<file path="src/design/brpr_pkg.sv">
// ----------------------------------------------------------------------------
// brpr_pkg: shared types and constants of the breath peak rate estimator
// request structs, microcode words, the control store and slot arithmetic
// ----------------------------------------------------------------------------
package brpr_pkg;

  // ring of peak times
  localparam int unsigned PEAK_DEPTH     = 64;
  localparam int unsigned SLOT_W         = $clog2(PEAK_DEPTH);
  localparam int unsigned CNT_W          = $clog2(PEAK_DEPTH + 1);

  // rate format
  localparam int unsigned RATE_FRAC_BITS = 8;
  localparam int unsigned RATE_W         = 16;
  localparam logic [RATE_W-1:0] RATE_MAX = '1;
  localparam int unsigned CNT_SH_W       = CNT_W + RATE_FRAC_BITS;

  // field widths
  localparam int unsigned PRESS_W        = 16;
  localparam int unsigned TIME_W         = 32;
  localparam int unsigned WIN_W          = 20;
  localparam logic [WIN_W-1:0] WINDOW_RESET = WIN_W'(60000);

  // interval divider: (60000 << frac) / interval
  localparam longint unsigned MS_PER_MINUTE = 60000;
  localparam longint unsigned DIVIDEND      = MS_PER_MINUTE << RATE_FRAC_BITS;
  localparam int unsigned DVD_W             = $clog2(DIVIDEND + 1);
  localparam int unsigned DIV_CNT_W         = $clog2(DVD_W);

  // rate kinds
  localparam logic [1:0] KIND_FEW      = 2'd0;
  localparam logic [1:0] KIND_INTERVAL = 2'd1;
  localparam logic [1:0] KIND_COUNT    = 2'd2;

  typedef struct packed {
    logic signed [PRESS_W-1:0] pressure;
    logic        [TIME_W-1:0]  time_ms;
  } in_item_t;

  typedef struct packed {
    logic [RATE_W-1:0] rate_q8;
    logic [1:0]        rate_kind;
    logic              peak_seen;
    logic              overflow;
  } out_item_t;

  // sequencer steps
  typedef enum logic [3:0] {
    S_IDLE      = 4'd0,
    S_PEAK      = 4'd1,
    S_POP_RD    = 4'd2,
    S_POP_CHK   = 4'd3,
    S_FIRST_RD  = 4'd4,
    S_FIRST_CHK = 4'd5,
    S_NEWEST    = 4'd6,
    S_PRIOR     = 4'd7,
    S_DIV       = 4'd8,
    S_SAT       = 4'd9,
    S_EMIT      = 4'd10
  } step_e;

  // datapath operations
  typedef enum logic [3:0] {
    UOP_IDLE,
    UOP_PEAK,
    UOP_POP_RD,
    UOP_POP_CHK,
    UOP_FIRST_RD,
    UOP_FIRST_CHK,
    UOP_NEWEST,
    UOP_PRIOR,
    UOP_DIV,
    UOP_SAT,
    UOP_EMIT
  } uop_e;

  // branch conditions
  typedef enum logic [3:0] {
    C_NONE,
    C_NO_IN,
    C_POP_SKIP,
    C_POP_HIT,
    C_FEW,
    C_WINDOW,
    C_NO_DIV,
    C_DIV_MORE,
    C_OUT_BUSY
  } cond_e;

  // one control word: op, branch on cond to target, else next or back to idle
  typedef struct packed {
    uop_e  op;
    cond_e cond;
    step_e target;
    logic  last;
  } ucode_t;

  function automatic ucode_t ucode_rom(step_e s);
    ucode_t w;
    unique case (s)
      S_IDLE:      w = '{UOP_IDLE,      C_NO_IN,    S_IDLE,     1'b0};
      S_PEAK:      w = '{UOP_PEAK,      C_NONE,     S_IDLE,     1'b0};
      S_POP_RD:    w = '{UOP_POP_RD,    C_POP_SKIP, S_FIRST_RD, 1'b0};
      S_POP_CHK:   w = '{UOP_POP_CHK,   C_POP_HIT,  S_POP_RD,   1'b0};
      S_FIRST_RD:  w = '{UOP_FIRST_RD,  C_FEW,      S_EMIT,     1'b0};
      S_FIRST_CHK: w = '{UOP_FIRST_CHK, C_WINDOW,   S_EMIT,     1'b0};
      S_NEWEST:    w = '{UOP_NEWEST,    C_NONE,     S_IDLE,     1'b0};
      S_PRIOR:     w = '{UOP_PRIOR,     C_NO_DIV,   S_EMIT,     1'b0};
      S_DIV:       w = '{UOP_DIV,       C_DIV_MORE, S_DIV,      1'b0};
      S_SAT:       w = '{UOP_SAT,       C_NONE,     S_IDLE,     1'b0};
      S_EMIT:      w = '{UOP_EMIT,      C_OUT_BUSY, S_EMIT,     1'b1};
      default:     w = '{UOP_IDLE,      C_NONE,     S_IDLE,     1'b1};
    endcase
    return w;
  endfunction

  // ring slot arithmetic, n never above the depth
  function automatic logic [SLOT_W-1:0] slot_add(logic [SLOT_W-1:0] s, logic [CNT_W-1:0] n);
    logic [SLOT_W:0] sum;
    sum = {1'b0, s} + (SLOT_W + 1)'(n);
    if (sum >= (SLOT_W + 1)'(PEAK_DEPTH)) begin
      sum = sum - (SLOT_W + 1)'(PEAK_DEPTH);
    end
    return SLOT_W'(sum);
  endfunction

endpackage

</file>
<file path="src/design/brpr_ram.sv">
// ----------------------------------------------------------------------------
// brpr_ram: generic single-port-write, single-port-read ram
// one write and one registered read per cycle, no reset of the contents
// ----------------------------------------------------------------------------
module brpr_ram #(
  parameter int unsigned WIDTH = 32,
  parameter int unsigned DEPTH = 64
) (
  input  logic                     clk_i,
  input  logic                     we_i,
  input  logic [$clog2(DEPTH)-1:0] waddr_i,
  input  logic [WIDTH-1:0]         wdata_i,
  input  logic [$clog2(DEPTH)-1:0] raddr_i,
  output logic [WIDTH-1:0]         rdata_o
);

  logic [WIDTH-1:0] mem_q [DEPTH];
  logic [WIDTH-1:0] rdata_q;

  always_ff @(posedge clk_i) begin
    if (we_i) begin
      mem_q[waddr_i] <= wdata_i;
    end
    rdata_q <= mem_q[raddr_i];
  end

  assign rdata_o = rdata_q;

endmodule

</file>
<file path="src/design/breath_peak_rate_estimator.sv">
// ----------------------------------------------------------------------------
// breath_peak_rate_estimator: peak detection and breath rate meter
// finds pressure peaks, keeps their times in a ring over a sliding window and
// reports a breath rate in fixed point, run by a microcoded sequencer
// ----------------------------------------------------------------------------
//
//  channel | signals                          | dir | moves
//  --------+----------------------------------+-----+---------------------------
//  in      | in_valid_i in_stall_o in_data_i  | in  | pressure, time_ms
//  out     | out_valid_o out_stall_i out_data_o| out | rate_q8, rate_kind, flags
//  cfg     | cfg_valid_i cfg_ready_o cfg_wdata_i| in | window_ms
//
//  one request at a time; the sequencer checks each expired peak in turn and,
//  when the rate comes from the last interval, runs the divider over the whole
//  dividend, doing less when the rate comes from the count or there are too
//  few peaks; the one-bit-a-cycle divider and the single ram read port set its
//  pace. a new request is taken only in the idle step; the finished result
//  sits in an output register, so the next request runs while it is stalled
//  reset clears control state; the ring contents are never cleared
// ----------------------------------------------------------------------------
module breath_peak_rate_estimator
  import brpr_pkg::*;
(
  input  logic             clk_i,
  input  logic             rst_ni,
  // sample requests
  input  logic             in_valid_i,
  output logic             in_stall_o,
  input  in_item_t         in_data_i,
  // rate results
  output logic             out_valid_o,
  input  logic             out_stall_i,
  output out_item_t        out_data_o,
  // window register
  input  logic             cfg_valid_i,
  output logic             cfg_ready_o,
  input  logic [WIN_W-1:0] cfg_wdata_i
);

  // sequencer
  step_e  pc_q, pc_d;
  ucode_t cw;
  logic   cond_hit;

  // architectural state
  logic [WIN_W-1:0]          window_q, window_d;
  logic signed [PRESS_W-1:0] prev_q, prev_d;
  logic                      rising_q, rising_d;
  logic [SLOT_W-1:0]         oldest_q, oldest_d;
  logic [CNT_W-1:0]          count_q, count_d;

  // working registers of one request
  logic signed [PRESS_W-1:0] press_q, press_d;
  logic [TIME_W-1:0]         now_q, now_d;
  logic                      peak_q, peak_d;
  logic                      ovf_q, ovf_d;
  logic [RATE_W-1:0]         rate_q, rate_d;
  logic [1:0]                kind_q, kind_d;
  logic [TIME_W-1:0]         newest_q, newest_d;
  logic [TIME_W-1:0]         den_q, den_d;
  logic [TIME_W-1:0]         rem_q, rem_d;
  logic [DVD_W-1:0]          quo_q, quo_d;
  logic [DIV_CNT_W-1:0]      div_cnt_q, div_cnt_d;

  // output register
  logic      out_valid_q, out_valid_d;
  out_item_t out_q, out_d;

  // ring ram ports
  logic              ram_we;
  logic [SLOT_W-1:0] ram_waddr;
  logic [SLOT_W-1:0] ram_raddr;
  logic [TIME_W-1:0] ram_rdata;

  // datapath terms
  logic              in_take;
  logic              is_peak;
  logic              ring_full;
  logic [SLOT_W-1:0] oldest_push;
  logic [CNT_W-1:0]  count_push;
  logic [CNT_W-1:0]  cnt_m1;
  logic [CNT_W-1:0]  cnt_m2;
  logic [TIME_W-1:0] win_ext;
  logic              pop_skip;
  logic              pop_hit;
  logic              few_peaks;
  logic              win_hit;
  logic              no_div;
  logic [TIME_W:0]   trial;
  logic [TIME_W:0]   trial_sub;
  logic              trial_ge;
  logic              div_more;
  logic              out_busy;
  logic [CNT_SH_W-1:0] cnt_shift;

  assign cw          = ucode_rom(pc_q);
  assign in_stall_o  = (pc_q != S_IDLE);
  assign in_take     = in_valid_i && (pc_q == S_IDLE);
  assign cfg_ready_o = 1'b1;
  assign out_valid_o = out_valid_q;
  assign out_data_o  = out_q;

  // peak detection and push slot, with the oldest time dropped on a full ring
  assign is_peak     = (press_q < prev_q) && rising_q;
  assign ring_full   = (count_q == CNT_W'(PEAK_DEPTH));
  assign oldest_push = ring_full ? slot_add(oldest_q, CNT_W'(1)) : oldest_q;
  assign count_push  = ring_full ? CNT_W'(PEAK_DEPTH - 1) : count_q;
  assign ram_waddr   = slot_add(oldest_push, count_push);
  assign ram_we      = (cw.op == UOP_PEAK) && is_peak;

  assign cnt_m1      = count_q - CNT_W'(1);
  assign cnt_m2      = count_q - CNT_W'(2);
  assign win_ext     = TIME_W'(window_q);

  // popping runs only once the window has fully elapsed since time zero
  assign pop_skip    = (now_q < win_ext) || (count_q == '0);
  assign pop_hit     = (ram_rdata < (now_q - win_ext));
  assign few_peaks   = (count_q < CNT_W'(2));
  assign win_hit     = (now_q >= ram_rdata) && ((now_q - ram_rdata) >= win_ext);
  assign no_div      = (newest_q <= ram_rdata);

  // restoring divider, one quotient bit per cycle
  assign trial       = {rem_q, quo_q[DVD_W-1]};
  assign trial_ge    = (trial >= {1'b0, den_q});
  assign trial_sub   = trial - {1'b0, den_q};
  assign div_more    = (div_cnt_q != DIV_CNT_W'(DVD_W - 1));

  assign out_busy    = out_valid_q && out_stall_i;
  assign cnt_shift   = CNT_SH_W'(count_q) << RATE_FRAC_BITS;

  // read address is chosen for the step that wants the data next, as the ram read is registered
  always_comb begin
    unique case (cw.op)
      UOP_FIRST_CHK: ram_raddr = slot_add(oldest_q, cnt_m1);
      UOP_NEWEST:    ram_raddr = slot_add(oldest_q, cnt_m2);
      default:       ram_raddr = oldest_q;
    endcase
  end

  // branch condition of the current control word
  always_comb begin
    unique case (cw.cond)
      C_NONE:     cond_hit = 1'b0;
      C_NO_IN:    cond_hit = !in_valid_i;
      C_POP_SKIP: cond_hit = pop_skip;
      C_POP_HIT:  cond_hit = pop_hit;
      C_FEW:      cond_hit = few_peaks;
      C_WINDOW:   cond_hit = win_hit;
      C_NO_DIV:   cond_hit = no_div;
      C_DIV_MORE: cond_hit = div_more;
      C_OUT_BUSY: cond_hit = out_busy;
      default:    cond_hit = 1'b0;
    endcase
  end

  // step counter: branch, else fall through or return to idle
  always_comb begin
    priority if (cond_hit) begin
      pc_d = cw.target;
    end else if (cw.last) begin
      pc_d = S_IDLE;
    end else begin
      pc_d = step_e'(pc_q + 4'd1);
    end
  end

  // datapath controlled by the op field
  always_comb begin
    window_d    = window_q;
    prev_d      = prev_q;
    rising_d    = rising_q;
    oldest_d    = oldest_q;
    count_d     = count_q;
    press_d     = press_q;
    now_d       = now_q;
    peak_d      = peak_q;
    ovf_d       = ovf_q;
    rate_d      = rate_q;
    kind_d      = kind_q;
    newest_d    = newest_q;
    den_d       = den_q;
    rem_d       = rem_q;
    quo_d       = quo_q;
    div_cnt_d   = div_cnt_q;
    out_d       = out_q;
    out_valid_d = out_valid_q && out_stall_i;

    if (cfg_valid_i) begin
      window_d = cfg_wdata_i;
    end

    unique case (cw.op)
      UOP_IDLE: begin
        if (in_take) begin
          press_d = in_data_i.pressure;
          now_d   = in_data_i.time_ms;
        end
      end
      UOP_PEAK: begin
        peak_d = 1'b0;
        ovf_d  = 1'b0;
        if (is_peak) begin
          oldest_d = oldest_push;
          count_d  = count_push + CNT_W'(1);
          ovf_d    = ring_full;
          peak_d   = 1'b1;
          rising_d = 1'b0;
        end else if (press_q > prev_q) begin
          rising_d = 1'b1;
        end
        prev_d = press_q;
      end
      UOP_POP_RD: begin
      end
      UOP_POP_CHK: begin
        // drop an expired time from the front
        if (pop_hit) begin
          oldest_d = slot_add(oldest_q, CNT_W'(1));
          count_d  = cnt_m1;
        end
      end
      UOP_FIRST_RD: begin
        rate_d = '0;
        kind_d = KIND_FEW;
      end
      UOP_FIRST_CHK: begin
        // oldest peak a full window back: report the count
        if (win_hit) begin
          kind_d = KIND_COUNT;
          rate_d = (cnt_shift > CNT_SH_W'(RATE_MAX)) ? RATE_MAX : RATE_W'(cnt_shift);
        end
      end
      UOP_NEWEST: begin
        newest_d = ram_rdata;
      end
      UOP_PRIOR: begin
        kind_d    = KIND_INTERVAL;
        rate_d    = (newest_q == ram_rdata) ? RATE_MAX : '0;
        den_d     = newest_q - ram_rdata;
        rem_d     = '0;
        quo_d     = DVD_W'(DIVIDEND);
        div_cnt_d = '0;
      end
      UOP_DIV: begin
        rem_d     = trial_ge ? trial_sub[TIME_W-1:0] : trial[TIME_W-1:0];
        quo_d     = {quo_q[DVD_W-2:0], trial_ge};
        div_cnt_d = div_cnt_q + DIV_CNT_W'(1);
      end
      UOP_SAT: begin
        rate_d = (quo_q > DVD_W'(RATE_MAX)) ? RATE_MAX : RATE_W'(quo_q);
      end
      UOP_EMIT: begin
        if (!out_busy) begin
          out_valid_d     = 1'b1;
          out_d.rate_q8   = rate_q;
          out_d.rate_kind = kind_q;
          out_d.peak_seen = peak_q;
          out_d.overflow  = ovf_q;
        end
      end
      default: begin
      end
    endcase
  end

  // control state
  always_ff @(posedge clk_i or negedge rst_ni) begin
    if (!rst_ni) begin
      pc_q        <= S_IDLE;
      window_q    <= WINDOW_RESET;
      prev_q      <= '0;
      rising_q    <= 1'b0;
      oldest_q    <= '0;
      count_q     <= '0;
      div_cnt_q   <= '0;
      out_valid_q <= 1'b0;
    end else begin
      pc_q        <= pc_d;
      window_q    <= window_d;
      prev_q      <= prev_d;
      rising_q    <= rising_d;
      oldest_q    <= oldest_d;
      count_q     <= count_d;
      div_cnt_q   <= div_cnt_d;
      out_valid_q <= out_valid_d;
    end
  end

  // payload registers
  always_ff @(posedge clk_i) begin
    press_q  <= press_d;
    now_q    <= now_d;
    peak_q   <= peak_d;
    ovf_q    <= ovf_d;
    rate_q   <= rate_d;
    kind_q   <= kind_d;
    newest_q <= newest_d;
    den_q    <= den_d;
    rem_q    <= rem_d;
    quo_q    <= quo_d;
    out_q    <= out_d;
  end

  // ring of peak times
  brpr_ram #(
    .WIDTH (TIME_W),
    .DEPTH (PEAK_DEPTH)
  ) u_ring (
    .clk_i   (clk_i),
    .we_i    (ram_we),
    .waddr_i (ram_waddr),
    .wdata_i (now_q),
    .raddr_i (ram_raddr),
    .rdata_o (ram_rdata)
  );

  // the ring never holds more peaks than it has slots
  a_count_bound: assert property (@(posedge clk_i) disable iff (!rst_ni)
    count_q <= CNT_W'(PEAK_DEPTH))
    else $error("peak count above ring depth");

  // a dropped time only comes with a new peak
  a_ovf_peak: assert property (@(posedge clk_i) disable iff (!rst_ni)
    out_valid_o |-> (!out_data_o.overflow || out_data_o.peak_seen))
    else $error("overflow without a peak");

  // too few peaks always reports a zero rate
  a_few_zero: assert property (@(posedge clk_i) disable iff (!rst_ni)
    (out_valid_o && (out_data_o.rate_kind == KIND_FEW)) |-> (out_data_o.rate_q8 == '0))
    else $error("nonzero rate with too few peaks");

  // the divider only ever runs on a positive interval
  a_div_den: assert property (@(posedge clk_i) disable iff (!rst_ni)
    (pc_q == S_DIV) |-> (den_q != '0))
    else $error("divider started on a zero interval");

endmodule

</file>
<file path="config.mk">
export PLATFORM = sky130hd
export DESIGN_NAME = breath_peak_rate_estimator
export DESIGN_NICKNAME = d
export VERILOG_FILES = /design/src/design/brpr_pkg.sv /design/src/design/brpr_ram.sv /design/src/design/breath_peak_rate_estimator.sv
export SDC_FILE = /design/constraint.sdc
export NUM_CORES = 2
export LEC_CHECK = 0
export ABC_CLOCK_PERIOD_IN_PS = 9400
export BUFFER_PORTS_ARGS = -buffer_cell sky130_fd_sc_hd__buf_2
export CAP_MARGIN = 0
export CORE_MARGIN = 2
export CORE_UTILIZATION = 50
export CTS_BUF_LIST = sky130_fd_sc_hd__clkbuf_4 sky130_fd_sc_hd__clkbuf_8
export CTS_CLUSTER_SIZE = 12
export DETAILED_ROUTE_END_ITERATION = 7
export GPL_TIMING_DRIVEN = 1
export PLACE_DENSITY = 0.69
export RECOVER_POWER = 100
export SYNTH_ARGS = -nofsm -noshare
export SYNTH_HDL_FRONTEND = slang
export SYNTH_HIERARCHICAL = 1
export SYNTH_SLANG_ARGS = --single-unit
</file>
<file path="constraint.sdc">
create_clock -name clk_i -period 9.4 [get_ports clk_i]
set_input_delay 0 -clock clk_i [delete_from_list [all_inputs] [get_ports clk_i]]
set_output_delay 0 -clock clk_i [all_outputs]
set_load 0.05 [all_outputs]
</file>
==> results.md <==
* Status: complete, but fails checks
* Violated checks: max-capacitance violations, max-slew violations
* Power, Total at about 36000 uW
* Routed via count at around 54000
* PortBufs at 94
* Floorplan row count at 162
* Layout cells sized above 1 at around 22%
* Worst setup path category: reg2reg
* Hold WC Path Type: in2reg
* Vias in the first global route at about 54000
* Startpoint Class: register
* Sequential share of the synthesized area at 71.7%
* IR drop worst, VDD at 284 uV
* Avg Cell Area, Syn at 18.5 um2
* Crit path required time at 10280 ps
* Largest net degree at the start of global routing at 107
* Post-CTS Hold Buffers at 182
* Synth top area share at 69.5%
* First-pass GRT wire length at approximately 370000 um
* Element type at the critical path end: register
* H-Tree Depth at 5
* Static leakage at 0.0363 uW
* Net load switching power at 12500 uW
* WL/cell at 29.4 um
* YS warnings at 6
* Number of clock sinks at between 2000 and 2500
* DP HPWL at 144000 um
* Final hold violations at 0
* CP Max Fanout at 106
* Die width at 445 um
* Setup bufs post-CTS at 0
* Cell depth of the worst hold path at 3
* Final non-filler cell area at ~110000 um2
* Die area at 198000 um2
* Syn nets at 5567
* Unique masters post-synth at 91
* I/O Pins at 96
* Placed Area at 102000 um2
* Initial antenna violation count at 16
* Total CTS buffers at about 400
* Clk_lat worst skew at 1090 ps
* Die height at between 400 and 500 um
* Initial DRC count at about 6000
* GP Congestion at 0.893
* Core footprint at a little under 200000 um2
* Pins Over Slew Limit at 3435
* Synth-to-layout area growth at 13.7%
* Post-route ant nets at 0
* CTS tree: yes
* Worst-margin pin slew at 4370 ps
* Clock Path Buffers at 4
* Main synth FF type: edfxtp_1
* Clock-pin slew on the worst setup and hold paths at 60 ps
* Top cell type by total area after synthesis: edfxtp_1
* Root Buffer Master: clkbuf_8
* CP arrival at 8840 ps
* Pwr dens at approximately 320 nW/um2
* Ratio of final minimum period to clock period at 84.7%
* Internal at 23000 uW
* Final TNS setup at 0 ps
* Initial core utilization at 50.2%
* Slew margin rel. at -191%
* Synth async-reset ratio at roughly 2.6%
* Cts repair resizes at 0
* Post-synth EDFFs at 2256
* Maximum clock frequency at 126 MHz
* Clock Skews at 107 ps
* Clock share of power at 24.9%
* Flip-flop and latch count after synthesis at 2348
* Utilization after layout at 57.1%
* R2R depth at 12
* DRC Markers at 0
* Combinational power share at 40.0%
* Vias per cell at roughly 6.2
* Syn Inst Count at roughly 5300
* RSZ-0062 raised after global routing: no
* Max Cap Viol at 92
* Fin nets at 6153
* Grt ovf at 0
* Sw Ratio at 35.1%
* Mapped cell area at 97400 um2
* DRT Wirelength at 255000 um
* Top cells by area, synth: edfxtp_1 70%, mux4_2 13%, ha_1 2.7%
* Setup Viol. Count Final at 0
* GRT Overall Usage at 25.8%
* Sequential power share at approximately a third
* DRT Pass-1 Iters at 5
* Final min period at 7960 ps
-- state kept, by name, indices dropped and copies added (netlist names), 2 cells and up --
name,cells
u_ring/mem_q,2048
den_q,32
newest_q,32
now_q,32
rem_q,32
u_ring/rdata_o,32
quo_q,24
out_data_o,20
window_q,20
press_q,16
prev_q,16
rate_q,16
count_q,7
oldest_q,6
div_cnt_q,5
pc_q,4
kind_q,2
-- path summary, 6_finish.rpt --
| check | startpoint | to | slack [ps] |
|---|---|---|---|
| worst max-delay path | pc_q[2]$_DFF_PN0_ | u_ring/rdata_o[22]$_DFF_P_ | 1440 |
| worst min-delay path | in_data_i[20] | now_q[20]$_DFFE_PP_ | 210 |
| worst max register to register | pc_q[2]$_DFF_PN0_ | u_ring/rdata_o[22]$_DFF_P_ | 1440 |
| worst min register to register | rate_q[13]$_DFFE_PP_ | out_data_o[17]$_DFFE_PP_ | 420 |
| max in group asynchronous | rst_ni | window_q[0]$_DFFE_PN0P_ | 5680 |
| min in group asynchronous | rst_ni | div_cnt_q[1]$_DFFE_PN0P_ | 1460 |
-- routing by layer --
layer	up-vias	routed length (um)	track usage, %	share of wire (%)
met5	-	10	0	0.0039
met4	2	11000	10.4	4.3
met3	559	23600	5.53	9.2
met2	2663	122000	41.5	48
met1	27900	98500	34.5	39
li1	22600	-	-	-
-- cells in the mapped netlist (45+ instances only) --
cell	number
buf_2	59
edfxtp_1	2256
nand2_1	186
xnor2_1	85
a21o_1	58
nor2_1	273
inv_1	185
dfrtp_1	53
mux2i_1	123
a21oi_1	195
mux4_2	544
ha_1	213
o21ai_0	142
o22ai_1	89
xor2_1	45
nand3_1	46
clkbuf_1	121
-- area by class of cell --
cell class / count / area [um2]
fillers: 14500 / 83400
flip-flops and latches: 2348 / 69900
multi-input cells: 2507 / 26200
clock buffers: 525 / 6490
repair buffers: 426 / 3200
well taps: 2542 / 3180
clock inverters: 150 / 1080
inverters: 186 / 698
diodes: 9 / 22.5
-- per-stage QoR --
step                hold WS (ps)  cells  worst slack, ps
global placement             177   7827             2620
floorplan                   -296   5274             2920
detailed placement           179   7827             2650
finish                       212   8693             1440
CTS                          122   8684             2620
global route                 198   8691             1050
-- power groups by stage --
stage,sequential [uW],clock (uW),combinational [uW]
CTS,12400,8980,14200
global placement,12600,0,14000
global route,12500,9430,15100
finish,12500,8840,14200
detailed placement,12600,0,14100
floorplan,12600,0,9780
-- logic make-up (layout without fill, tap and decap cells) --
| group | count (synthesis) | in the layout | share of synthesized area [%] |
|---|---|---|---|
| xor gates and xnor gates | 130 | 130 | 1.17 |
| AOI/OAI and AO/OA | 719 | 719 | 4.77 |
| other | 1 | 10 | 0.00385 |
| muxes | 670 | 670 | 13.9 |
| adders and majority gates | 220 | 220 | 2.88 |
| buffers and inverters | 419 | 1287 | 1.83 |
| DFF | 2348 | 2348 | 71.7 |
| and+or+nand+nor | 767 | 767 | 3.73 |
-- cells in the final DEF (no fill, tap or decap), types with 53 or more instances in the layout --
| master | n |
|---|---|
| clkbuf_8 | 407 |
| a21o_1 | 58 |
| clkinv_1 | 87 |
| ha_1 | 213 |
| dlygate4sd3_1 | 182 |
| nor2_4 | 57 |
| xnor2_1 | 85 |
| nor2_1 | 216 |
| mux2i_1 | 123 |
| a21oi_1 | 195 |
| o21ai_0 | 143 |
| dfrtp_1 | 53 |
| clkbuf_1 | 123 |
| nand2_1 | 185 |
| mux4_2 | 544 |
| edfxtp_1 | 2256 |
| buf_2 | 57 |
| inv_1 | 185 |
| o22ai_1 | 89 |
| clkbuf_4 | 118 |
-- worst max-delay path, cell delays in order, from the launching register on --
cell      delay, ps
dfrtp_1         580
inv_1           180
nor2_1          320
nand2_1         220
nor2_4          110
clkbuf_1       1680
a221o_1        1390
buf_12          510
buf_12          540
mux4_2          430
mux4_2          550
o22ai_1         880
nor2_1          150
Note: power is estimated with default switching activity, not from simulation.
